==> config.mk <==
export PLATFORM = sky130hd
export DESIGN_NAME = nfa_string_acceptor
export DESIGN_NICKNAME = d
export VERILOG_FILES = /design/src/rtl/nsa_pkg.sv /design/src/rtl/nsa_alphabet.sv /design/src/rtl/nsa_cell.sv /design/src/rtl/nfa_string_acceptor.sv
export SDC_FILE = /design/constraint.sdc
export NUM_CORES = 2
export LEC_CHECK = 0
export BUFFER_PORTS_ARGS = -buffer_cell sky130_fd_sc_hd__buf_2
export CORE_ASPECT_RATIO = 1.1
export CORE_MARGIN = 1
export CORE_UTILIZATION = 40
export CTS_BUF_LIST = sky130_fd_sc_hd__clkbuf_16
export CTS_CLUSTER_DIAMETER = 40
export CTS_CLUSTER_SIZE = 16
export DETAILED_ROUTE_END_ITERATION = 8
export HOLD_SLACK_MARGIN = 0.03
export SLEW_MARGIN = 20
export SYNTH_ARGS = -nofsm -noshare
export SYNTH_HDL_FRONTEND = slang
export SYNTH_SLANG_ARGS = --single-unit
==> constraint.sdc <==
create_clock -name clk -period 4.25 [get_ports clk]
set_input_delay 0.425 -clock clk [delete_from_list [all_inputs] [get_ports clk]]
set_output_delay 0.425 -clock clk [all_outputs]
set_load 0.02 [all_outputs]
==> src/rtl/nsa_pkg.sv <==
// nsa_pkg: shared constants, codes and types of the nfa string acceptor
// depends on nothing; imported by every module under rtl

package nsa_pkg;

	// automaton size
	localparam int N_STATES    = 16;
	localparam int NUM_SYMBOLS = 8;
	localparam int STATE_W     = $clog2(N_STATES);
	localparam int SYM_W       = $clog2(NUM_SYMBOLS);

	// fixed field widths
	localparam int CHAR_W    = 8;
	localparam int CFG_IDX_W = 2;
	localparam int CFG_W     = 4;

	// reset value of the alphabet size register
	localparam logic [CFG_W-1:0] SYMS_RESET = CFG_W'(NUM_SYMBOLS);

	// input word opcodes
	typedef enum logic [1:0] {
		OP_CHAR  = 2'd0,
		OP_END   = 2'd1,
		OP_MASK  = 2'd2,
		OP_ALPHA = 2'd3
	} op_t;

	// configuration register indexes
	localparam logic [CFG_IDX_W-1:0] CFG_START  = 2'd0;
	localparam logic [CFG_IDX_W-1:0] CFG_ACCEPT = 2'd1;
	localparam logic [CFG_IDX_W-1:0] CFG_SYMS   = 2'd2;

	// per-cell mask store write
	typedef struct packed {
		logic                  en;
		logic [SYM_W-1:0]      sym;
		logic [N_STATES-1:0]   mask;
	} mask_wr_t;

	// per-cycle step control shared by all cells
	typedef struct packed {
		logic             step;
		logic             start;
		logic             clear;
		logic             hit;
		logic [SYM_W-1:0] pos;
	} step_ctl_t;

endpackage

==> src/rtl/nsa_alphabet.sv <==
// nsa_alphabet: alphabet table and character-to-symbol lookup
// depends on nsa_pkg

module nsa_alphabet (
	input  logic                        clk,
	input  logic                        wr_en,
	input  logic [nsa_pkg::SYM_W-1:0]   wr_pos,
	input  logic [nsa_pkg::CHAR_W-1:0]  wr_char,
	input  logic [nsa_pkg::CHAR_W-1:0]  ch,
	input  logic [nsa_pkg::CFG_W-1:0]   count,
	output logic                        hit,
	output logic [nsa_pkg::SYM_W-1:0]   pos
);
	import nsa_pkg::*;

	logic [CHAR_W-1:0] tab_q [NUM_SYMBOLS];

	// table write, no reset: entries are undefined until loaded
	always_ff @(posedge clk) begin
		if (wr_en) begin
			tab_q[wr_pos] <= wr_char;
		end
	end

	// lowest matching position below the alphabet size wins
	always_comb begin
		hit = 1'b0;
		pos = '0;
		for (int i = NUM_SYMBOLS - 1; i >= 0; i--) begin
			if (tab_q[i] == ch && i < int'(count)) begin
				hit = 1'b1;
				pos = SYM_W'(i);
			end
		end
	end

endmodule

==> src/rtl/nsa_cell.sv <==
// nsa_cell: one automaton state: its active bit and its target masks
// depends on nsa_pkg; chained by nfa_string_acceptor

module nsa_cell (
	input  logic                             clk,
	input  logic                             arst_n,
	input  nsa_pkg::mask_wr_t                wr,
	input  nsa_pkg::step_ctl_t               ctl,
	input  logic                             init_bit,
	input  logic [nsa_pkg::N_STATES-1:0]     union_in,
	input  logic                             fin_bit,
	output logic [nsa_pkg::N_STATES-1:0]     union_out,
	output logic                             active
);
	import nsa_pkg::*;

	logic [N_STATES-1:0]   mask_q [NUM_SYMBOLS];
	logic                  active_q;
	logic                  eff;

	// mask store write
	always_ff @(posedge clk) begin
		if (wr.en) begin
			mask_q[wr.sym] <= wr.mask;
		end
	end

	// add this state's targets to the running union
	always_comb begin
		eff       = ctl.start ? init_bit : active_q;
		union_out = union_in | (eff ? mask_q[ctl.pos] : '0);
	end

	// active bit takes the completed union from the end of the chain
	always_ff @(posedge clk or negedge arst_n) begin
		if (!arst_n) begin
			active_q <= 1'b0;
		end else if (ctl.clear) begin
			active_q <= 1'b0;
		end else if (ctl.step) begin
			active_q <= ctl.hit & fin_bit;
		end
	end

	assign active = active_q;

endmodule

==> src/rtl/nfa_string_acceptor.sv <==
// nfa_string_acceptor: nfa acceptance by state-set simulation over a row of state cells
// the result of an end-of-string word is registered and valid in the cycle after it is taken
// throughput: one word per cycle; a character updates every state cell in that cycle
// through the or-chain of target masks; an end-of-string word stalls while a result waits
// reset: clears the active set, the in-string flag and the result valid, sets the config
// registers to their reset values; alphabet and mask tables are not cleared and hold nothing until loaded

module nfa_string_acceptor (
	input  logic                               clk,
	input  logic                               arst_n,
	// input words
	input  logic                               in_valid,
	output logic                               in_stall,
	input  logic [1:0]                         op,
	input  logic [nsa_pkg::CHAR_W-1:0]         character,
	input  logic [3:0]                         state_index,
	input  logic [2:0]                         symbol_index,
	input  logic [nsa_pkg::N_STATES-1:0]       target_mask,
	// result words
	output logic                               out_valid,
	input  logic                               out_stall,
	output logic                               accepted,
	output logic [nsa_pkg::N_STATES-1:0]       active_states,
	// configuration writes
	input  logic                               cfg_valid,
	output logic                               cfg_ready,
	input  logic [nsa_pkg::CFG_IDX_W-1:0]      cfg_index,
	input  logic [nsa_pkg::CFG_W-1:0]          cfg_data
);
	import nsa_pkg::*;

	logic [CFG_W-1:0]      start_q;
	logic [CFG_W-1:0]      accept_q;
	logic [CFG_W-1:0]      syms_q;
	logic                  in_string_q;
	logic                  out_valid_q;
	logic                  accepted_q;
	logic [N_STATES-1:0]   active_states_q;

	logic                  accept_in;
	logic                  is_char;
	logic                  is_end;
	logic                  is_mask;
	logic                  is_alpha;
	logic                  sym_ok;
	logic                  hit;
	logic [SYM_W-1:0]      pos;
	step_ctl_t             ctl;
	logic [N_STATES-1:0]   init_vec;
	logic [N_STATES-1:0]   active_vec;
	logic [N_STATES-1:0]   end_set;
	logic                  end_acc;
	logic [N_STATES-1:0]   union_chain [N_STATES+1];

	// handshakes
	assign cfg_ready = 1'b1;
	assign in_stall  = out_valid_q & out_stall & (op == OP_END);
	assign accept_in = in_valid & ~in_stall;

	// opcode decode
	always_comb begin
		is_char  = 1'b0;
		is_end   = 1'b0;
		is_mask  = 1'b0;
		is_alpha = 1'b0;
		unique case (op)
			OP_CHAR:  is_char  = accept_in;
			OP_END:   is_end   = accept_in;
			OP_MASK:  is_mask  = accept_in;
			OP_ALPHA: is_alpha = accept_in;
			default:  ;
		endcase
	end

	assign sym_ok = int'(symbol_index) < NUM_SYMBOLS;

	// configuration registers
	always_ff @(posedge clk or negedge arst_n) begin
		if (!arst_n) begin
			start_q  <= '0;
			accept_q <= '0;
			syms_q   <= SYMS_RESET;
		end else if (cfg_valid && cfg_ready) begin
			unique case (cfg_index)
				CFG_START:  start_q  <= cfg_data;
				CFG_ACCEPT: accept_q <= cfg_data;
				CFG_SYMS:   syms_q   <= cfg_data;
				default:    ;
			endcase
		end
	end

	// character to symbol position
	nsa_alphabet u_alphabet (
		.clk     (clk),
		.wr_en   (is_alpha & sym_ok),
		.wr_pos  (symbol_index[SYM_W-1:0]),
		.wr_char (character),
		.ch      (character),
		.count   (syms_q),
		.hit     (hit),
		.pos     (pos)
	);

	// step control for the cell row
	always_comb begin
		ctl.step  = is_char;
		ctl.start = ~in_string_q;
		ctl.clear = is_end;
		ctl.hit   = hit;
		ctl.pos   = pos;
	end

	// row of state cells; the union travels from cell to cell
	assign union_chain[0] = '0;

	for (genvar s = 0; s < N_STATES; s++) begin : g_cell
		mask_wr_t wr;

		assign init_vec[s] = (int'(start_q) == s);

		always_comb begin
			wr.en   = is_mask & sym_ok & (int'(state_index) == s);
			wr.sym  = symbol_index[SYM_W-1:0];
			wr.mask = target_mask[N_STATES-1:0];
		end

		nsa_cell u_cell (
			.clk       (clk),
			.arst_n    (arst_n),
			.wr        (wr),
			.ctl       (ctl),
			.init_bit  (init_vec[s]),
			.union_in  (union_chain[s]),
			.fin_bit   (union_chain[N_STATES][s]),
			.union_out (union_chain[s+1]),
			.active    (active_vec[s])
		);
	end

	// in-string flag
	always_ff @(posedge clk or negedge arst_n) begin
		if (!arst_n) begin
			in_string_q <= 1'b0;
		end else if (is_end) begin
			in_string_q <= 1'b0;
		end else if (is_char) begin
			in_string_q <= 1'b1;
		end
	end

	// end-of-string set and acceptance
	always_comb begin
		end_set = in_string_q ? active_vec : init_vec;
		end_acc = (int'(accept_q) < N_STATES) && end_set[accept_q[STATE_W-1:0]];
	end

	// result register
	always_ff @(posedge clk or negedge arst_n) begin
		if (!arst_n) begin
			out_valid_q <= 1'b0;
		end else if (is_end) begin
			out_valid_q <= 1'b1;
		end else if (!out_stall) begin
			out_valid_q <= 1'b0;
		end
	end

	always_ff @(posedge clk) begin
		if (is_end) begin
			accepted_q      <= end_acc;
			active_states_q <= end_set;
		end
	end

	assign out_valid     = out_valid_q;
	assign accepted      = accepted_q;
	assign active_states = active_states_q;

`ifndef ASSERT_OFF
	// a new result word only follows an accepted end-of-string word
	a_result_source: assert property (@(posedge clk) disable iff (!arst_n)
		$rose(out_valid_q) |-> $past(in_valid && !in_stall && op == OP_END))
		else $error("result word without end of string");

	// the set and the string flag are cleared after an end of string
	a_end_clears: assert property (@(posedge clk) disable iff (!arst_n)
		is_end |=> (!in_string_q && active_vec == '0))
		else $error("state not cleared after end of string");

	// a character outside the alphabet empties the set
	a_miss_empties: assert property (@(posedge clk) disable iff (!arst_n)
		(is_char && !hit) |=> (active_vec == '0 && in_string_q))
		else $error("set not empty after unmatched character");

	// an accepting result always shows the final state active
	a_accept_bit: assert property (@(posedge clk) disable iff (!arst_n)
		(out_valid_q && accepted_q) |-> active_states_q[accept_q[STATE_W-1:0]])
		else $error("accepted without final state in set");
`endif

endmodule

==> metrics.cfg <==
[cells_and_area]
finish.net_count = 5902
fin_cells = 8829
finalCoreUtilization_pct = 49.9
syn_to_final_growth_pct = 23.5
layout-drive-gt1-share_pct = 27.5

[synthesis]
synth.top_cells.by_count = edfxtp_1, nand2_1, mux2i_1
synth_area_leader_cell = edfxtp_1
yosys_most_used_dff = edfxtp_1
synth_top_cell_area_share_pct = 75.4
post-synth-top-count-cell = edfxtp_1
ffs_w_async_s_r_synth_pct = 1.39
syn-num-nets = 4951
yosysWarnings = 0
seq_area_frac_synth_pct = 76.3
yosys_register_bits = 2159
synth_cell_type_count = 75
synth_area_per_cell_um2 = 17.3
synth_cell_area_um2 = 84800
synthCells = 4907
yosys-top-cells-area = edfxtp_1, mux4_2, mux2i_1, nand2_1, nand3_1
synth_enable_flop_cells = 2129

[clock_tree]
cts.reportedPaths.clkPinSlew_ns = 0.06
number_of_buffers_created_by_cts = 275
cts_h_tree_depth = 5
clockBufferDepth = 4
cts_tree = yes
cts.sink_count = 2159
source_to_sink_clock_delay_at_the_later_pin_of_the_worst_skew_pair_ns = 0.94
clk_tree_root_cell = clkbuf_16

[run]
drv.max_cap_violation_count = 0

[critical_path]
timing.rr.start = syms_q[3]
slowest_cp_cell = nand4_1
category_of_the_most_critical_setup_path = flop to flop
timing.critical_path.arrival_ns = 5.10
critical_path_buf_inv_count = 6
worst_path_most_repeated_cell = buf_4
sort_of_element_at_the_end_of_the_critical_path = flop
critical_path.startpoint_type = flop
timing.critical_path.fanout_max = 14
setup.reg_to_reg.worst_slack_ns = -0.02
largest_stage_delay_worst_path_ns = 0.74
worstPathRequired_ns = 5.08
r2r_end = g_cell[5].u_cell.active
cp_cell_sequence = nor2_2, or4_4, o21a_1, o22ai_4, buf_12, buf_8, buf_4, buf_4, nand2_1, nand3_1, buf_4, nand4_1, nand3_1, buf_4, nor4_2, a32oi_1
depth_of_the_most_critical_reg_to_reg_path = 16
path_delay_family = simple AND/OR/NAND/NOR gates

[die]
initial_core_utilization_pct = 40.4
floorplan.io_pins = 64
floorplan.die.height_um = 485
die_area_um2 = 214000
die_x_um = 441
placeableCoreArea_um2 = 210000
rows = 176

[placement]
gp_routability_congestion = 0.997
placed_instance_count = 8280
placement.io_buffers = 62
dp.final_hpwl_um = 198000

[timing]
tns_ns = -0.0231
timing.final.ws_setup_ns = -0.0166
rsz0062_at_grt = yes
relative_max_transition_margin_pct = 19.3
period_minus_slack_ns = 4.27
period_share_pct = 100
finalSetupViolCount = 2
final-max-slew-violation-count = 0
whs_ns = 0.0995
max_freq_mhz = 234
worst_clock_skew_ns = 0.0638
finalHoldViolCount = 0
tightestPinTransition_ns = 1.21

[routing]
drt_first_pass_iters = 6
via_per_inst = 5.92
drt-total-wl_um = 292000
drt_iter0_markers = 6932
routed-via-count = 52311
drc_errors = 0
antenna_left = 0
wire_per_inst_um = 33.1

[power_and_ir_drop]
p_leak_nw = 35.1
powerDensity_nw_per_um2 = 469
max-vdd-ir-drop_v = 0.000351

[min_path]
timing.hold.worst.class = input pin to flop
timing.hold.worst.start = in_valid
holdPathEnd = in_string_q
hold_path_depth = 3

[run_status]
failed_checks = setup timing
outcome = finished, violations left

[global_routing]
grt_overflow_total = 0
grtUsageTotal_pct = 27.0
grt_antenna_before_repair = 26
vias_in_the_first_global_route = 50099
grt_start_max_net_pins = 129
grt_first_pass_wirelength_um = 400000

## flip-flops by register name, indices dropped and copies added (netlist names)
register and cells:
accept_q 4, accepted 1, active_states 16, g_cell.u_cell.active 16
g_cell.u_cell.mask_q 2048, in_string_q 1, out_valid 1, start_q 4
syms_q 4, u_alphabet.tab_q 64
## layer usage
layer / track usage, % / part of all wire, % / vias to the layer above
li1: - / - / 21495
met1: 35.2 / 37 / 27065
met2: 42.1 / 47 / 3142
met3: 5.63 / 10 / 591
met4: 15.2 / 6.3 / 18
met5: 0 / 0.078 / -
## layout make-up
class                           instances  area, um^2
Antenna cell                           13        32.5
Clock buffer                          283        7080
Clock inverter                        193        2110
Fill cell                           17169      105000
Inverter                               26        97.6
Multi-Input combinational cell       2451       18800
Sequential cell                      2159       64700
Tap cell                             2759        3450
Timing Repair Buffer                  945        8470
## where the power goes
part / internal (mW) / switching [mW]
clock: 14.0 / 9.48
sequential: 23.4 / 0.0776
combinational: 0.660 / 1.46
total: 38.1 / 11.0
## how the worst max path moves through the flow
stage                                 startpoint                        to  slack, ns  cells past startpoint
after global routing      u_alphabet.tab_q[6][4]  g_cell[12].u_cell.active      -0.05                     18
final                                  syms_q[3]   g_cell[5].u_cell.active      -0.02                     16
after detailed placement            character[1]  g_cell[15].u_cell.active      -1.03                     16
after floorplan                        out_valid  g_cell[12].u_cell.active       0.49                      9
after CTS                              syms_q[3]  g_cell[15].u_cell.active      -0.15                     14
after global placement              character[1]  g_cell[15].u_cell.active      -1.12                     16
## worst register-to-register path, delay by kind of cell (launching register included)
kind	cells	cell delay, ns
compound gates	3	0.63
buf+inv	6	0.98
flops	1	0.61
simple gates	7	1.97
## kinds of logic after synthesis
group	Yosys count	share of synthesized area, %
DFF	2159	76.3
and+or+nand+nor	1353	7.07
muxes	557	9.64
AOI/OAI and AO/OA	476	4.30
buffers and inverters	297	2.07
xor gates and xnor gates	64	0.661
other	1	0.00442
## repair_timing
action                                  in CTS  in global routing
hold buffers                                24                  0
buffers inserted                             4                 31
endpoints found under the hold margin      123                  0
endpoints found under the setup margin      16                 16
gates resized for setup                     34                 54
cloned                                       1                  1
pin swaps                                    5                 12
## stage by stage
stage                     area, um^2  setup slack, ns  power (mW)
after floorplan                84800            0.493        24.5
after detailed placement       94500            -1.03        26.0
after global routing          105000          -0.0469        50.1
after global placement         94500            -1.12        25.9
final                         105000          -0.0166        49.1
after CTS                     104000           -0.151        49.2
## cell usage in the layout (no fill, tap or decap), types with 23 or more instances in the layout
cell	n
a21oi_1	71
a221o_1	24
a221oi_1	108
a22oi_1	42
a31oi_1	49
a32oi_1	23
buf_12	100
buf_2	47
buf_4	758
bufinv_16	27
clkbuf_16	284
clkinv_4	38
dfrtp_1	29
dlygate4sd3_1	24
edfxtp_1	2129
inv_1	38
inv_6	32
mux2i_1	337
mux4_2	204
nand2_1	661
nand2b_1	23
nand3_1	306
nand4_1	70
nor2_1	161
nor3_1	27
xnor2_1	34
xor2_1	30
No activity file was read; power rests on OpenSTA's default activity.
